==> config.mk <==
export PLATFORM = sky130hd
export DESIGN_NAME = backward_brace_matcher
export DESIGN_NICKNAME = d
export VERILOG_FILES = /design/src/rtl/core/bbm_pkg.sv /design/src/rtl/core/bbm_front.sv /design/src/rtl/core/bbm_back.sv /design/src/rtl/core/backward_brace_matcher.sv
export SDC_FILE = /design/constraint.sdc
export NUM_CORES = 1
export LEC_CHECK = 0
export ABC_CLOCK_PERIOD_IN_PS = 6500
export BUFFER_PORTS_ARGS = -buffer_cell sky130_fd_sc_hd__buf_4
export CORE_MARGIN = 4
export CORE_UTILIZATION = 50
export DETAILED_ROUTE_END_ITERATION = 8
export PLACE_DENSITY_LB_ADDON = 0.1
export SYNTH_ARGS = -nofsm -noshare
export SYNTH_HDL_FRONTEND = slang
export SYNTH_SLANG_ARGS = --single-unit
==> constraint.sdc <==
create_clock -name clk -period 6.5 [get_ports clk]
set_clock_uncertainty 0.2 [all_clocks]
set_input_delay 0.325 -clock clk [delete_from_list [all_inputs] [get_ports clk]]
set_output_delay 0.325 -clock clk [all_outputs]
set_load 0.01 [all_outputs]
==> src/rtl/core/bbm_pkg.sv <==
// ----------------------------------------------------------------------------
// bbm_pkg - shared types for the backward brace matcher
// Status codes, brace codes and the classified-beat record passed from the
// front end to the stack engine.
// ----------------------------------------------------------------------------
package bbm_pkg;

    // Result status codes
    typedef enum logic [2:0] {
        ST_IDLE      = 3'd0,
        ST_SEARCH    = 3'd1,
        ST_FOUND     = 3'd2,
        ST_LIMIT     = 3'd3,
        ST_OVERFLOW  = 3'd4,
        ST_BAD_START = 3'd5
    } bbm_status_t;

    // Brace kind: round, square, curly
    typedef enum logic [1:0] {
        BR_ROUND  = 2'd0,
        BR_SQUARE = 2'd1,
        BR_CURLY  = 2'd2,
        BR_NONE   = 2'd3
    } bbm_brace_t;

    localparam logic [7:0] CH_CLOSE_ROUND  = 8'h29; // ')'
    localparam logic [7:0] CH_CLOSE_SQUARE = 8'h5D; // ']'
    localparam logic [7:0] CH_CLOSE_CURLY  = 8'h7D; // '}'
    localparam logic [7:0] CH_OPEN_ROUND   = 8'h28; // '('
    localparam logic [7:0] CH_OPEN_SQUARE  = 8'h5B; // '['
    localparam logic [7:0] CH_OPEN_CURLY   = 8'h7B; // '{'

    localparam int unsigned     BYTES_W   = 17;
    localparam logic [16:0]     BYTES_MAX = 17'h1FFFF;

    // Decoupling queue between front end and engine
    localparam int unsigned QUEUE_DEPTH = 2;

    // One classified text beat
    typedef struct packed {
        logic       start;     // begins a new search
        logic       skip;      // byte in comment or string
        bbm_brace_t close_br;  // closing brace kind, BR_NONE if not one
        bbm_brace_t open_br;   // opening brace kind, BR_NONE if not one
    } bbm_item_t;

endpackage

==> src/rtl/core/bbm_front.sv <==
// ----------------------------------------------------------------------------
// bbm_front - input front end
// Takes text beats, decodes the byte into brace classes and holds the
// result in a two-entry queue for the stack engine.
// ----------------------------------------------------------------------------
module bbm_front
(
    input  logic               clk,
    input  logic               rst_n,
    input  logic               in_valid,
    output logic               in_stall,
    input  logic               start_req,
    input  logic [7:0]         char_in,
    input  logic               in_comment_or_string,
    output logic               q_valid,
    output bbm_pkg::bbm_item_t q_item,
    input  logic               q_pop
);

    localparam int unsigned PW = $clog2(bbm_pkg::QUEUE_DEPTH);
    localparam int unsigned CW = $clog2(bbm_pkg::QUEUE_DEPTH + 1);

    bbm_pkg::bbm_item_t item;
    bbm_pkg::bbm_item_t queue_reg [bbm_pkg::QUEUE_DEPTH];
    logic [PW-1:0]      wr_ptr_reg, wr_ptr_next;
    logic [PW-1:0]      rd_ptr_reg, rd_ptr_next;
    logic [CW-1:0]      count_reg, count_next;
    logic               push;

    // byte decode
    always_comb
    begin
        item.start = start_req;
        item.skip  = in_comment_or_string;
        case (char_in)
            bbm_pkg::CH_CLOSE_ROUND:  item.close_br = bbm_pkg::BR_ROUND;
            bbm_pkg::CH_CLOSE_SQUARE: item.close_br = bbm_pkg::BR_SQUARE;
            bbm_pkg::CH_CLOSE_CURLY:  item.close_br = bbm_pkg::BR_CURLY;
            default:                  item.close_br = bbm_pkg::BR_NONE;
        endcase
        case (char_in)
            bbm_pkg::CH_OPEN_ROUND:   item.open_br = bbm_pkg::BR_ROUND;
            bbm_pkg::CH_OPEN_SQUARE:  item.open_br = bbm_pkg::BR_SQUARE;
            bbm_pkg::CH_OPEN_CURLY:   item.open_br = bbm_pkg::BR_CURLY;
            default:                  item.open_br = bbm_pkg::BR_NONE;
        endcase
    end

    assign in_stall = (count_reg == CW'(bbm_pkg::QUEUE_DEPTH));
    assign push     = in_valid && !in_stall;
    assign q_valid  = (count_reg != '0);
    assign q_item   = queue_reg[rd_ptr_reg];

    always_comb
    begin
        wr_ptr_next = wr_ptr_reg;
        rd_ptr_next = rd_ptr_reg;
        count_next  = count_reg;
        if (push)
        begin
            wr_ptr_next = (wr_ptr_reg == PW'(bbm_pkg::QUEUE_DEPTH - 1)) ? '0
                                                                      : wr_ptr_reg + PW'(1);
        end
        if (q_pop)
        begin
            rd_ptr_next = (rd_ptr_reg == PW'(bbm_pkg::QUEUE_DEPTH - 1)) ? '0
                                                                      : rd_ptr_reg + PW'(1);
        end
        if (push && !q_pop)
        begin
            count_next = count_reg + CW'(1);
        end
        else if (!push && q_pop)
        begin
            count_next = count_reg - CW'(1);
        end
    end

    always_ff @(posedge clk or negedge rst_n)
    begin
        if (!rst_n)
        begin
            wr_ptr_reg <= '0;
            rd_ptr_reg <= '0;
            count_reg  <= '0;
        end
        else
        begin
            wr_ptr_reg <= wr_ptr_next;
            rd_ptr_reg <= rd_ptr_next;
            count_reg  <= count_next;
        end
    end

    always_ff @(posedge clk)
    begin
        if (push)
        begin
            queue_reg[wr_ptr_reg] <= item;
        end
    end

    // assertions
    a_count_range: assert property (@(posedge clk) disable iff (!rst_n)
        count_reg <= CW'(bbm_pkg::QUEUE_DEPTH))
        else $error("queue count out of range");

    a_pop_nonempty: assert property (@(posedge clk) disable iff (!rst_n)
        q_pop |-> count_reg != '0)
        else $error("pop from empty queue");

    a_push_fills: assert property (@(posedge clk) disable iff (!rst_n)
        push |=> count_reg != '0)
        else $error("queue empty after push");

endmodule

==> src/rtl/core/bbm_back.sv <==
// ----------------------------------------------------------------------------
// bbm_back - brace stack engine
// Runs one classified beat per cycle, while the output is not stalled, against
// the brace stack and posts the status into the output register. Top two
// entries live in flip-flops, the rest in a memory whose registered read
// always holds the third entry.
module bbm_back
#(
    parameter int unsigned STACK_DEPTH = 64
)
(
    input  logic               clk,
    input  logic               rst_n,
    input  logic               cfg_we,
    input  logic [15:0]        cfg_data,
    input  logic               q_valid,
    input  bbm_pkg::bbm_item_t q_item,
    output logic               q_pop,
    output logic               out_valid,
    input  logic               out_stall,
    output logic [2:0]         status
);

    localparam int unsigned AW = (STACK_DEPTH > 1) ? $clog2(STACK_DEPTH) : 1;
    localparam int unsigned LW = $clog2(STACK_DEPTH + 1);

    logic [15:0]               limit_reg;
    logic                      active_reg, active_next;
    logic [LW-1:0]             lvl_reg, lvl_next;
    logic [1:0]                top_reg, top_next;
    logic [1:0]                second_reg, second_next;
    logic [bbm_pkg::BYTES_W-1:0] bytes_reg, bytes_next, bytes_inc;
    logic                      out_valid_reg;
    bbm_pkg::bbm_status_t      status_reg, status_next;
    logic [1:0]                stack_mem [STACK_DEPTH];
    logic [1:0]                rd_reg;
    logic                      mem_we;
    logic [AW-1:0]             waddr, raddr;
    logic [LW-1:0]             lvl_after;
    logic                      go;

    assign go        = q_valid && (!out_valid_reg || !out_stall);
    assign q_pop     = go;
    assign out_valid = out_valid_reg;
    assign status    = status_reg;

    assign bytes_inc = (bytes_reg == bbm_pkg::BYTES_MAX) ? bytes_reg
                                                         : bytes_reg + 17'd1;
    assign waddr = AW'(lvl_reg - LW'(2));
    assign raddr = AW'(lvl_next - LW'(3));

    always_comb
    begin
        active_next = active_reg;
        lvl_next    = lvl_reg;
        top_next    = top_reg;
        second_next = second_reg;
        bytes_next  = bytes_reg;
        status_next = bbm_pkg::ST_IDLE;
        mem_we      = 1'b0;
        lvl_after   = lvl_reg;
        if (go)
        begin
            if (q_item.start)
            begin
                if (q_item.close_br == bbm_pkg::BR_NONE)
                begin
                    active_next = 1'b0;
                    status_next = bbm_pkg::ST_BAD_START;
                end
                else
                begin
                    top_next    = q_item.close_br;
                    lvl_next    = LW'(1);
                    bytes_next  = '0;
                    active_next = 1'b1;
                    status_next = bbm_pkg::ST_SEARCH;
                end
            end
            else if (active_reg)
            begin
                bytes_next = bytes_inc;
                if ((limit_reg != '0) && (bytes_inc > {1'b0, limit_reg}))
                begin
                    active_next = 1'b0;
                    status_next = bbm_pkg::ST_LIMIT;
                end
                else if (q_item.skip)
                begin
                    status_next = bbm_pkg::ST_SEARCH;
                end
                else if (q_item.close_br != bbm_pkg::BR_NONE)
                begin
                    if (lvl_reg >= LW'(STACK_DEPTH))
                    begin
                        active_next = 1'b0;
                        status_next = bbm_pkg::ST_OVERFLOW;
                    end
                    else
                    begin
                        // push: old second spills to memory
                        mem_we      = (lvl_reg >= LW'(2));
                        second_next = top_reg;
                        top_next    = q_item.close_br;
                        lvl_next    = lvl_reg + LW'(1);
                        status_next = bbm_pkg::ST_SEARCH;
                    end
                end
                else
                begin
                    if ((lvl_reg != '0) && (q_item.open_br == top_reg))
                    begin
                        // pop: third entry comes up from the read register
                        lvl_after   = lvl_reg - LW'(1);
                        lvl_next    = lvl_after;
                        top_next    = second_reg;
                        second_next = rd_reg;
                    end
                    if (lvl_after == '0)
                    begin
                        active_next = 1'b0;
                        status_next = bbm_pkg::ST_FOUND;
                    end
                    else
                    begin
                        status_next = bbm_pkg::ST_SEARCH;
                    end
                end
            end
        end
    end

    always_ff @(posedge clk or negedge rst_n)
    begin
        if (!rst_n)
        begin
            limit_reg     <= '0;
            active_reg    <= 1'b0;
            lvl_reg       <= '0;
            bytes_reg     <= '0;
            out_valid_reg <= 1'b0;
        end
        else
        begin
            if (cfg_we)
            begin
                limit_reg <= cfg_data;
            end
            active_reg <= active_next;
            lvl_reg    <= lvl_next;
            bytes_reg  <= bytes_next;
            if (go)
            begin
                out_valid_reg <= 1'b1;
            end
            else if (!out_stall)
            begin
                out_valid_reg <= 1'b0;
            end
        end
    end

    always_ff @(posedge clk)
    begin
        top_reg    <= top_next;
        second_reg <= second_next;
        if (go)
        begin
            status_reg <= status_next;
        end
    end

    // stack memory, write-through on same address
    always_ff @(posedge clk)
    begin
        if (mem_we)
        begin
            stack_mem[waddr] <= second_reg;
        end
        rd_reg <= (mem_we && (waddr == raddr)) ? second_reg : stack_mem[raddr];
    end

    // assertions
    a_active_level: assert property (@(posedge clk) disable iff (!rst_n)
        active_reg |-> lvl_reg != '0)
        else $error("active search with empty stack");

    a_level_bound: assert property (@(posedge clk) disable iff (!rst_n)
        lvl_reg <= LW'(STACK_DEPTH))
        else $error("stack level beyond depth");

    a_go_loads: assert property (@(posedge clk) disable iff (!rst_n)
        go |=> out_valid_reg)
        else $error("executed beat not posted");

    a_start_level: assert property (@(posedge clk) disable iff (!rst_n)
        go && q_item.start && q_item.close_br != bbm_pkg::BR_NONE
        |=> lvl_reg == LW'(1) && active_reg)
        else $error("start did not load stack");

endmodule

==> src/rtl/core/backward_brace_matcher.sv <==
// ----------------------------------------------------------------------------
// backward_brace_matcher - brace matcher for a backward text walk
// Finds the opening brace matching a given closing brace from bytes that
// arrive nearest first.
// ----------------------------------------------------------------------------
// Usage: send a start beat (start_req=1) with ')', ']' or '}' in char_in,
// then the preceding text one byte per beat, walking backward, with
// in_comment_or_string set for bytes to be skipped. Every input beat gives
// exactly one status beat: 1 searching, 2 found, 3 limit exceeded,
// 4 stack overflow, 5 bad start, 0 for bytes outside a search. One byte is
// taken per clock while in_stall is low; the result passes through the queue
// and then the stack engine's output register. The engine's stack update
// sets the rate: the top two stack entries sit in flip-flops and the memory
// read for the third is addressed from the next stack level and registered.
// scan_limit is written via cfg_we/cfg_data while idle; 0 means unlimited.
// Stack storage is STACK_DEPTH entries and needs no clearing after reset.
// ----------------------------------------------------------------------------
module backward_brace_matcher
#(
    parameter int unsigned STACK_DEPTH = 64
)
(
    input  logic        clk,
    input  logic        rst_n,
    // configuration
    input  logic        cfg_we,
    input  logic [15:0] cfg_data,
    // input beats
    input  logic        in_valid,
    output logic        in_stall,
    input  logic        start_req,
    input  logic [7:0]  char_in,
    input  logic        in_comment_or_string,
    // result beats
    output logic        out_valid,
    input  logic        out_stall,
    output logic [2:0]  status
);

    logic               q_valid;
    logic               q_pop;
    bbm_pkg::bbm_item_t q_item;

    // front end: decode and queue
    bbm_front u_front
    (
        .clk                  (clk),
        .rst_n                (rst_n),
        .in_valid             (in_valid),
        .in_stall             (in_stall),
        .start_req            (start_req),
        .char_in              (char_in),
        .in_comment_or_string (in_comment_or_string),
        .q_valid              (q_valid),
        .q_item               (q_item),
        .q_pop                (q_pop)
    );

    // back end: stack engine and output register
    bbm_back #(
        .STACK_DEPTH (STACK_DEPTH)
    ) u_back
    (
        .clk       (clk),
        .rst_n     (rst_n),
        .cfg_we    (cfg_we),
        .cfg_data  (cfg_data),
        .q_valid   (q_valid),
        .q_item    (q_item),
        .q_pop     (q_pop),
        .out_valid (out_valid),
        .out_stall (out_stall),
        .status    (status)
    );

endmodule

==> impl_metrics.yaml, run 1 <==
floorplanning:
  core_um2: 18600
  rows: 50
  die_x_um: 146
  start_util: 0.507
  dieArea_um2: 21200
  die_y_um: 146
  boundaryPins: 36
detailed_routing:
  routed_via_density: 5.88
  drc: 0
  wl_mm: 20.1
  wire_per_inst_um: 19.5
  via_count: 6054
  first_iter_violations: 546
  final_antenna_net_count: 0
  dr.pass1.iters: 6
layout:
  layout-drive-gt1-share: 0.161
  fin_nets: 837
  largest_reg_flops: 128
  final_cell_mix: "147 x edfxtp_1, 100 x nor2_1, 73 x nand2_1, 46 x dfrtp_1, 45 x o21ai_0"
  antennaDiodeCount: 0
  area.growth.synth_to_final_pct: 13.0
  final_common_cell: "edfxtp_1"
clock_network:
  cts.clk_slew.worst_paths_ns: 0.07
  post_cts_buffers: 0
  cts_buffer_depth: 2
  cts_htree_levels: 4
  cts.sinks: 199
  root_buffer: "clkbuf_16"
  cts_made_buffers: 17
  cts_tree: "yes"
  clk_latency_ns: 0.43
critical_path:
  reg2reg_depth: 19
  cp-start-kind: "flip-flop"
  worstReg2RegStart: "u_back.bytes_reg[0]$_DFFE_PN0P_"
  critical_path_class: "reg2reg"
  required_ns: 6.41
  end_kind: "flip-flop"
  setup.worst_path.start: "u_back.bytes_reg[0]$_DFFE_PN0P_"
  r2r_end: "u_back.stack_mem[32][0]$_DFFE_PP_"
  cp_max_fo: 12
  worst_ep_arrival_time_ns: 5.90
  reg2reg_slack_ns: 0.51
sta:
  setup_violations: 0
  final_max_slew_viol_count: 0
  fin_crit_sh: 0.921
  fin_crit_ns: 5.99
  rsz0062_at_grt: "no"
  worst_pin_slew_ns: 0.825
  hold_viol: 0
  relSlewSlack: 0.434
  tns_ns: 0
  max_freq_ghz: 0.167
global_route:
  grt_max_degree: 65
  grt_pass1_wl_mm: 32.4
  antenna_found_initial: 0
  grt_pass1_vias: 6061
  grt_overflow_total: 0
  grt_usage: 0.195
yosys:
  ys_top_cells_by_area: "edfxtp_1 47%, dfrtp_1 12%, mux4_2 10%"
  synthesis.nets: 793
  yosys_most_used_dff: "edfxtp_1"
  ys_seq_area_frac: 0.601
  synth_edf_count: 147
  netlist_instances: 739
  async_reset_ff_frac: 0.231
  synth_top_cell_by_area: "edfxtp_1"
  synth_warnings: 0
  syn_area_um2: 9460
  ys_ff_latch: 199
  synth_area_per_cell_um2: 12.8
  synthDominantCellAreaShare: 0.467
  synthDistinctLibCells: 64
worst_hold_path:
  holdCritStartpoint: "in_valid"
  hold_end: "u_front.wr_ptr_reg$_DFFE_PN0P_"
  hold_class: "in2reg"
  hold_path_depth: 3
placement:
  gp_congestion: 0.840
  io_buffer_count: 35
  hpwl_mm: 13.2
power:
  vdd_drop_max_mv: 0.258
  leakagePower_nw: 3.92
  p_per_area_nw_per_um2: 342
  p_total_w: 0.00366
outcome:
  status: "complete, no violations"
flow_run:
  max_cap_violations: 0
==> repair_timing <==
item | CTS | global route
gates resized for setup | 0 | 1
setup endpoints to repair | 0 | 78
hold buffers | 20 | 0
endpoints found under the hold margin | 67 | 0
==> logic make-up after synthesis <==
group,Yosys count,share of synthesized area
mux,54,0.113
buf+inv,64,0.0271
xor+xnor,26,0.0241
simple gates,253,0.122
fa+ha+maj,23,0.0304
flops,199,0.601
compound gates,120,0.0816
==> cell type report <==
| cell class | count | area, um^2 |
|---|---|---|
| Clock buffer | 18 | 429 |
| Clock inverter | 13 | 146 |
| Fill cell | 1521 | 7960 |
| Inverter | 30 | 113 |
| Multi-Input combinational cell | 476 | 3520 |
| Sequential cell | 199 | 5690 |
| Tap cell | 234 | 293 |
| Timing Repair Buffer | 59 | 493 |
==> cells in the mapped netlist (all sizes together), types with 11 or more instances <==
library cell / number
ha: 23
edfxtp: 147
xnor2: 11
nand3: 20
clkbuf: 20
inv: 30
xor2: 15
nand2: 73
a21oi: 21
dfrtp: 46
nand4: 11
nor2: 100
o21ai: 49
mux4: 42
buf: 14
and3: 15
==> critical path: stages (launching register included) <==
cell and delay, ns:
dfrtp_1 0.42, ha_1 0.21, nand3_1 0.16, nor4_1 0.46, a21oi_1 0.20, and3_1 0.26
and3_1 0.27, and3_1 0.21, and3_1 0.21, xor2_1 0.15, ha_1 0.29, nand3_2 0.10
or4_4 0.55, o31a_1 0.32, o31ai_4 0.14, and2_1 0.37, nand3_1 0.15, nor2_1 0.25
nand2_1 0.41, nor2_1 0.32
==> per-layer routing <==
| layer | vias up | wire length (um) | global-route usage |
|---|---|---|---|
| met5 | - | 0 | 0 |
| met4 | 0 | 275 | 0.0499 |
| met3 | 29 | 1000 | 0.0399 |
| met2 | 160 | 10100 | 0.329 |
| met1 | 3001 | 8640 | 0.262 |
| li1 | 2864 | - | - |
==> where the power goes <==
group / internal (W) / leakage, nW / total (W) / switching [W]
registers: 0.00148 / 1.95 / 0.00160 / 0.000121
logic: 0.000410 / 1.69 / 0.00101 / 0.000603
clock network: 0.000571 / 0.278 / 0.00105 / 0.000476
total: 0.00246 / 3.92 / 0.00366 / 0.00120
==> how the worst max path moves through the flow <==
stage | end | slack [ns] | cells after the start
floorplan | u_back.stack_mem[13][0]$_DFFE_PP_ | 1.22 | 22
global placement | u_back.stack_mem[29][0]$_DFFE_PP_ | 0.69 | 19
detailed placement | u_back.stack_mem[32][0]$_DFFE_PP_ | 0.42 | 19
CTS | u_back.stack_mem[32][1]$_DFFE_PP_ | 0.40 | 19
global route | u_back.stack_mem[32][0]$_DFFE_PP_ | 0.09 | 19
finish | u_back.stack_mem[32][0]$_DFFE_PP_ | 0.51 | 19
==> per-stage QoR <==
step	instances	utilization	setup WS, ns	hold slack [ns]	area, um^2
floorplan	739	-	1.22	-0.171	9460
global placement	978	0.531	0.694	0.170	9900
detailed placement	978	0.531	0.416	0.182	9900
CTS	1029	0.573	0.400	0.0000897	10700
global route	1029	0.573	0.0890	0.00625	10700
finish	1029	0.573	0.514	0.0148	10700
Note: power is estimated with default switching activity, not from simulation.
==> run 2: changes to the inputs <==
--- a/config.mk
+++ b/config.mk
@@ -7,8 +7,11 @@
 export LEC_CHECK = 0
 export ABC_CLOCK_PERIOD_IN_PS = 6500
 export BUFFER_PORTS_ARGS = -buffer_cell sky130_fd_sc_hd__buf_4
+export CELL_PAD_IN_SITES_DETAIL_PLACEMENT = 0
+export CELL_PAD_IN_SITES_GLOBAL_PLACEMENT = 2
 export CORE_MARGIN = 4
-export CORE_UTILIZATION = 50
+export CORE_UTILIZATION = 44
+export CTS_CLUSTER_DIAMETER = 40
 export DETAILED_ROUTE_END_ITERATION = 8
 export PLACE_DENSITY_LB_ADDON = 0.1
 export SYNTH_ARGS = -nofsm -noshare
==> run 2 against run 1 <==
  * Cell area grew 0.66%
  * Hold slack is essentially flat
  * Wire length grew 4.6%
  * Critical path depth is the same
  * Combinational power is essentially flat
  * Critical path type unchanged
  * Largest cell class unchanged
==> impl_metrics.yaml, run 2 (synthesized netlist as in run 1, its figures left out) <==
global_route:
  grt_overflow_total: 0
  grt_pass1_vias: 6009
  grt_util_met2: 0.297
  antenna_found_initial: 0
  grt_max_degree: 66
  grt_usage: 0.179
  grt_pass1_wl_mm: 33.4
  globalRouteMet1Util: 0.250
  busiest_layer: "met2"
  use_met3: 0.0269
sta:
  hold_viol: 0
  fin_crit_sh: 0.941
  final_max_slew_viol_count: 0
  setup_violations: 0
  tns_ns: 0
  max_freq_ghz: 0.163
  relSlewSlack: 0.396
  rsz0062_at_grt: "no"
  fin_crit_ns: 6.12
  setup_ws_ns: 0.383
  worst_pin_slew_ns: 0.902
floorplanning:
  die_x_um: 155
  core_um2: 21100
  die_y_um: 155
  rows: 53
  start_util: 0.448
  boundaryPins: 36
  dieArea_um2: 23900
layout:
  regArea_um2: 5690
  layout-drive-gt1-share: 0.166
  antennaDiodeCount: 0
  fin_nets: 838
  largest_reg_flops: 128
  fin_cells: 1072
  final_common_cell: "edfxtp_1"
  area.growth.synth_to_final_pct: 13.7
  n_fill_cell: 1838
  multiInputGateArea_um2: 3520
  final_cell_mix: "147 x edfxtp_1, 100 x nor2_1, 73 x nand2_1, 46 x dfrtp_1, 45 x o21ai_0"
detailed_routing:
  wl_mm: 21.0
  via_count: 6042
  dr.pass1.iters: 6
  first_iter_violations: 447
  routed_via_density: 5.64
  final_antenna_net_count: 0
  drc: 0
  wire_per_inst_um: 19.6
power:
  vdd_drop_max_mv: 0.245
  leakagePower_nw: 3.93
  p_per_area_nw_per_um2: 342
  p_total_w: 0.00368
critical_path:
  r2r_end: "u_back.stack_mem[61][1]$_DFFE_PP_"
  crit_chain: "ha_1, nand3_1, nor4_1, a21oi_1, and3_1, and3_1, and3_1, and3_1, xor2_1, ha_1, nand3_2, or4_4, o31a_1, o31ai_4, and2_1, nand3_1, nor2_1, nand3_1, nor2_1"
  slowest_delay_ns: 0.55
  cpLargestDelayFamily: "simple AND/OR/NAND/NOR gates"
  path_buf_inv: 0
  reg2reg_depth: 19
  cp_max_fo: 12
  slowest_stage: "or4_4"
  end_kind: "flip-flop"
  reg2reg_slack_ns: 0.38
  worstReg2RegStart: "u_back.bytes_reg[0]$_DFFE_PN0P_"
  worst_ep_arrival_time_ns: 6.03
  path_common_cell: "and3_1"
  critical_path_class: "reg2reg"
  required_ns: 6.42
  cp-start-kind: "flip-flop"
placement:
  place_ws_ns: 0.341
  hpwl_mm: 14.0
  dp_cells: 1020
  io_buffer_count: 35
  gp_congestion: 0.810
clock_network:
  cts_buffer_depth: 2
  cts_tree: "yes"
  post_cts_buffers: 0
  cts_htree_levels: 4
  cts.clk_slew.worst_paths_ns: 0.08
  root_buffer: "clkbuf_16"
  cts.sinks: 199
  cts_made_buffers: 17
  clk_latency_ns: 0.43
worst_hold_path:
  hold_path_depth: 3
  hold_class: "in2reg"
  hold_end: "u_front.wr_ptr_reg$_DFFE_PN0P_"
  holdCritStartpoint: "in_valid"
flow_run:
  max_cap_violations: 0
outcome:
  status: "complete, no violations"
==> run 2: per-layer routing <==
layer	vias up	part of all wire
li1	2875	-
met1	3037	0.46
met2	112	0.50
met3	18	0.030
met4	0	0.011
met5	-	0
==> run 2: area by class of cell <==
| type | instances | share of cell area |
|---|---|---|
| clock inverter | 14 | 0.0145 |
| tap | 275 | 0.0320 |
| sequential | 199 | 0.529 |
| multi-input combinational | 476 | 0.328 |
| clock buffer | 18 | 0.0399 |
| inverter | 30 | 0.0105 |
| timing repair buffer | 60 | 0.0465 |
==> run 2: per-stage QoR <==
stage,utilization,hold slack (ns),area (um^2)
2_1_floorplan,-,-0.171,9460
4_1_cts,0.510,0.00236,10700
6_report,0.510,0.0146,10800
3_5_place_dp,0.472,0.185,9960
3_3_place_gp,0.472,0.180,9960
5_1_grt,0.510,0.0213,10800
==> run 2: worst max-delay path by stage <==
stage	start	endpoint	slack [ns]	cells after the start
2_1_floorplan	u_back.bytes_reg[0]$_DFFE_PN0P_	u_back.stack_mem[13][0]$_DFFE_PP_	1.22	22
3_3_place_gp	u_back.bytes_reg[0]$_DFFE_PN0P_	u_back.stack_mem[29][0]$_DFFE_PP_	0.57	19
3_5_place_dp	u_back.bytes_reg[0]$_DFFE_PN0P_	u_back.stack_mem[29][0]$_DFFE_PP_	0.34	19
4_1_cts	u_back.bytes_reg[0]$_DFFE_PN0P_	u_back.stack_mem[29][1]$_DFFE_PP_	0.31	19
5_1_grt	u_back.bytes_reg[0]$_DFFE_PN0P_	u_back.stack_mem[29][1]$_DFFE_PP_	0.09	19
6_report	u_back.bytes_reg[0]$_DFFE_PN0P_	u_back.stack_mem[61][1]$_DFFE_PP_	0.38	19
==> run 2: timing repair <==
item                                   CTS  global route
setup endpoints to repair                0            40
hold buffers                            20             0
endpoints found under the hold margin   67             0
resized for setup                        0             1
==> run 2: tightest hold or removal path: cells and delay by family <==
family / cells / cell delay [ns]
simple gates: 1 / 0.10
xor+xnor: 1 / 0.07
buf+inv: 1 / 0.11
==> run 2: report_power, final <==
part	total, W	leakage [nW]	switching, W	internal (W)
Clock	0.00104	0.287	0.000522	0.000517
Combinational	0.00102	1.69	0.000598	0.000417
Sequential	0.00162	1.95	0.000144	0.00148
Total	0.00368	3.93	0.00126	0.00241
==> run 3: changes to the inputs <==
--- a/config.mk
+++ b/config.mk
@@ -9,10 +9,10 @@
 export BUFFER_PORTS_ARGS = -buffer_cell sky130_fd_sc_hd__buf_4
 export CELL_PAD_IN_SITES_DETAIL_PLACEMENT = 0
 export CELL_PAD_IN_SITES_GLOBAL_PLACEMENT = 2
-export CORE_MARGIN = 4
 export CORE_UTILIZATION = 44
 export CTS_CLUSTER_DIAMETER = 40
 export DETAILED_ROUTE_END_ITERATION = 8
+export GPL_TIMING_DRIVEN = 0
 export PLACE_DENSITY_LB_ADDON = 0.1
 export SYNTH_ARGS = -nofsm -noshare
 export SYNTH_HDL_FRONTEND = slang
==> run 3 against run 2 <==
  * Largest cell class unchanged
  * Sequential cell count unchanged
  * Critical path type unchanged
  * First-iteration DRC count increased by 1.8%
  * Wire length increased by 7.0%
  * Maximum frequency decreased by 0.87%
==> impl_metrics.yaml, run 3 (synthesized netlist as in run 1, its figures left out) <==
sta:
  hold_slack_ns: 0.0280
  max_freq_ghz: 0.162
  hold_viol: 0
  relSlewSlack: 0.395
  setup_ws_ns: 0.330
  fin_crit_sh: 0.949
  worst_pin_slew_ns: 0.907
  final_max_slew_viol_count: 0
  rsz0062_at_grt: "yes"
  fin_crit_ns: 6.17
  setup_violations: 0
worst_hold_path:
  hold_end: "u_front.queue_reg[1][0]$_DFFE_PP_"
  holdCritStartpoint: "char_in[5]"
  hold_class: "in2reg"
  hold_path_depth: 2
critical_path:
  required_ns: 6.42
  end_kind: "flip-flop"
  cp-start-kind: "flip-flop"
  reg2reg_slack_ns: 0.33
  critical_path_class: "reg2reg"
  cp_max_fo: 10
  worstReg2RegStart: "u_back.bytes_reg[0]$_DFFE_PN0P_"
  r2r_end: "u_back.stack_mem[52][0]$_DFFE_PP_"
  worst_ep_arrival_time_ns: 6.09
  reg2reg_depth: 22
clock_network:
  cts_htree_levels: 4
  post_cts_buffers: 0
  cts_buffer_depth: 2
  cts.sinks: 199
  root_buffer: "clkbuf_16"
  cts_made_buffers: 17
  cts.clk_slew.worst_paths_ns: 0.09
  clk_latency_ns: 0.44
  cts_tree: "yes"
detailed_routing:
  first_iter_violations: 455
  via_count: 6271
  wire_per_inst_um: 20.3
  wl_mm: 22.5
  final_antenna_net_count: 0
  dr.pass1.iters: 4
  drc: 0
  routed_via_density: 5.66
layout:
  regArea_um2: 5690
  fin_cells: 1107
  largest_reg_flops: 128
  fin_nets: 873
  multiInputGateArea_um2: 3550
  final_common_cell: "edfxtp_1"
  area.growth.synth_to_final_pct: 16.6
  n_fill_cell: 1797
  antennaDiodeCount: 0
  final_cell_mix: "147 x edfxtp_1, 97 x nor2_1, 67 x nand2_1, 46 x dfrtp_1, 45 x o21ai_0"
  layout-drive-gt1-share: 0.180
global_route:
  grt_overflow_total: 0
  grt_pass1_wl_mm: 36.1
  antenna_found_initial: 0
  grt_max_degree: 47
  grt_pass1_vias: 6475
  grt_usage: 0.219
floorplanning:
  dieArea_um2: 22100
  start_util: 0.450
  boundaryPins: 36
  die_x_um: 149
  die_y_um: 149
  core_um2: 21000
  rows: 53
placement:
  hpwl_mm: 16.1
  place_ws_ns: 0.0914
  io_buffer_count: 35
  gp_congestion: 0.800
  dp_cells: 1053
outcome:
  status: "complete, no violations"
power:
  vdd_drop_max_mv: 0.186
  p_per_area_nw_per_um2: 342
  leakagePower_nw: 4.04
flow_run:
  max_cap_violations: 0
[run 3: cell count changes in the layout (fill, tap and decap cells not counted), moves of 3 or more]
cell | previous run | this run
buf_1 | 0 | 6
buf_2 | 0 | 7
buf_4 | 40 | 35
clkbuf_1 | 1 | 20
nand2_1 | 73 | 67
nand2_2 | 0 | 6
nor2_1 | 100 | 97
nor2_2 | 0 | 3
[run 3: worst max path at each step]
stage / startpoint / endpoint / slack [ns] / cells past startpoint
2_1_floorplan: u_back.bytes_reg[0]$_DFFE_PN0P_ / u_back.stack_mem[13][0]$_DFFE_PP_ / 1.22 / 22
5_1_grt: u_back.bytes_reg[0]$_DFFE_PN0P_ / u_back.stack_mem[53][1]$_DFFE_PP_ / -0.07 / 22
3_3_place_gp: u_back.bytes_reg[0]$_DFFE_PN0P_ / u_back.stack_mem[45][0]$_DFFE_PP_ / 0.13 / 22
3_5_place_dp: u_back.bytes_reg[0]$_DFFE_PN0P_ / u_back.stack_mem[44][0]$_DFFE_PP_ / 0.09 / 22
6_report: u_back.bytes_reg[0]$_DFFE_PN0P_ / u_back.stack_mem[52][0]$_DFFE_PP_ / 0.33 / 22
4_1_cts: u_back.bytes_reg[0]$_DFFE_PN0P_ / u_back.stack_mem[44][0]$_DFFE_PP_ / 0.05 / 22
[run 3: layout make-up]
| class | instances | area share |
|---|---|---|
| buffer | 34 | 0.0131 |
| clock buffer | 17 | 0.0386 |
| clock inverter | 15 | 0.0175 |
| inverter | 30 | 0.0102 |
| multi-input combinational | 476 | 0.322 |
| sequential | 199 | 0.516 |
| tap | 275 | 0.0312 |
| timing repair buffer | 61 | 0.0515 |
[run 3: report_power, final]
| part | total (W) | internal [W] | switching [W] | leakage (nW) |
|---|---|---|---|---|
| Clock | 0.00108 | 0.000529 | 0.000555 | 0.299 |
| Sequential | 0.00156 | 0.00148 | 0.0000799 | 1.95 |
| Combinational | 0.00113 | 0.000441 | 0.000693 | 1.79 |
[run 3: critical path, stage by stage, from the launching register on]
cell and delay, ns:
dfrtp_1 0.43, ha_1 0.23, nand3_1 0.18, nor4_2 0.39, a21oi_1 0.20, and3_1 0.27, and3_1 0.19, clkbuf_1 0.19
and3_1 0.24, and3_1 0.21, xor2_1 0.17, ha_1 0.30, nand3_2 0.10, or4_4 0.56, o31a_1 0.30, o31ai_2 0.12
buf_6 0.20, and2_1 0.12, buf_2 0.20, nand3_1 0.17, nor2_2 0.28, nand3_2 0.32, nor2_1 0.31
[run 3: layer usage]
layer	GRT usage	wire length (um)	vias to the layer above
met1	0.284	9970	3152
met3	0.0436	852	29
met2	0.372	11300	146
met4	0.0624	380	0
met5	0	0	-
li1	-	-	2944
[run 3: repair_timing]
action                                 in CTS  in global routing
endpoints found under the hold margin      69                  0
resized for setup                           0                 12
setup endpoints to repair                   0                128
hold buffers                               22                  0
[run 3: through the flow]
stage	TNS, ns	total power [W]	utilization	instance area (um^2)
floorplan	0	0.00235	-	9460
global placement	0	0.00268	0.479	10100
detailed placement	0	0.00270	0.483	10100
CTS	0	0.00379	0.523	11000
global route	-1.12	0.00397	0.524	11000
finish	0	0.00377	0.524	11000
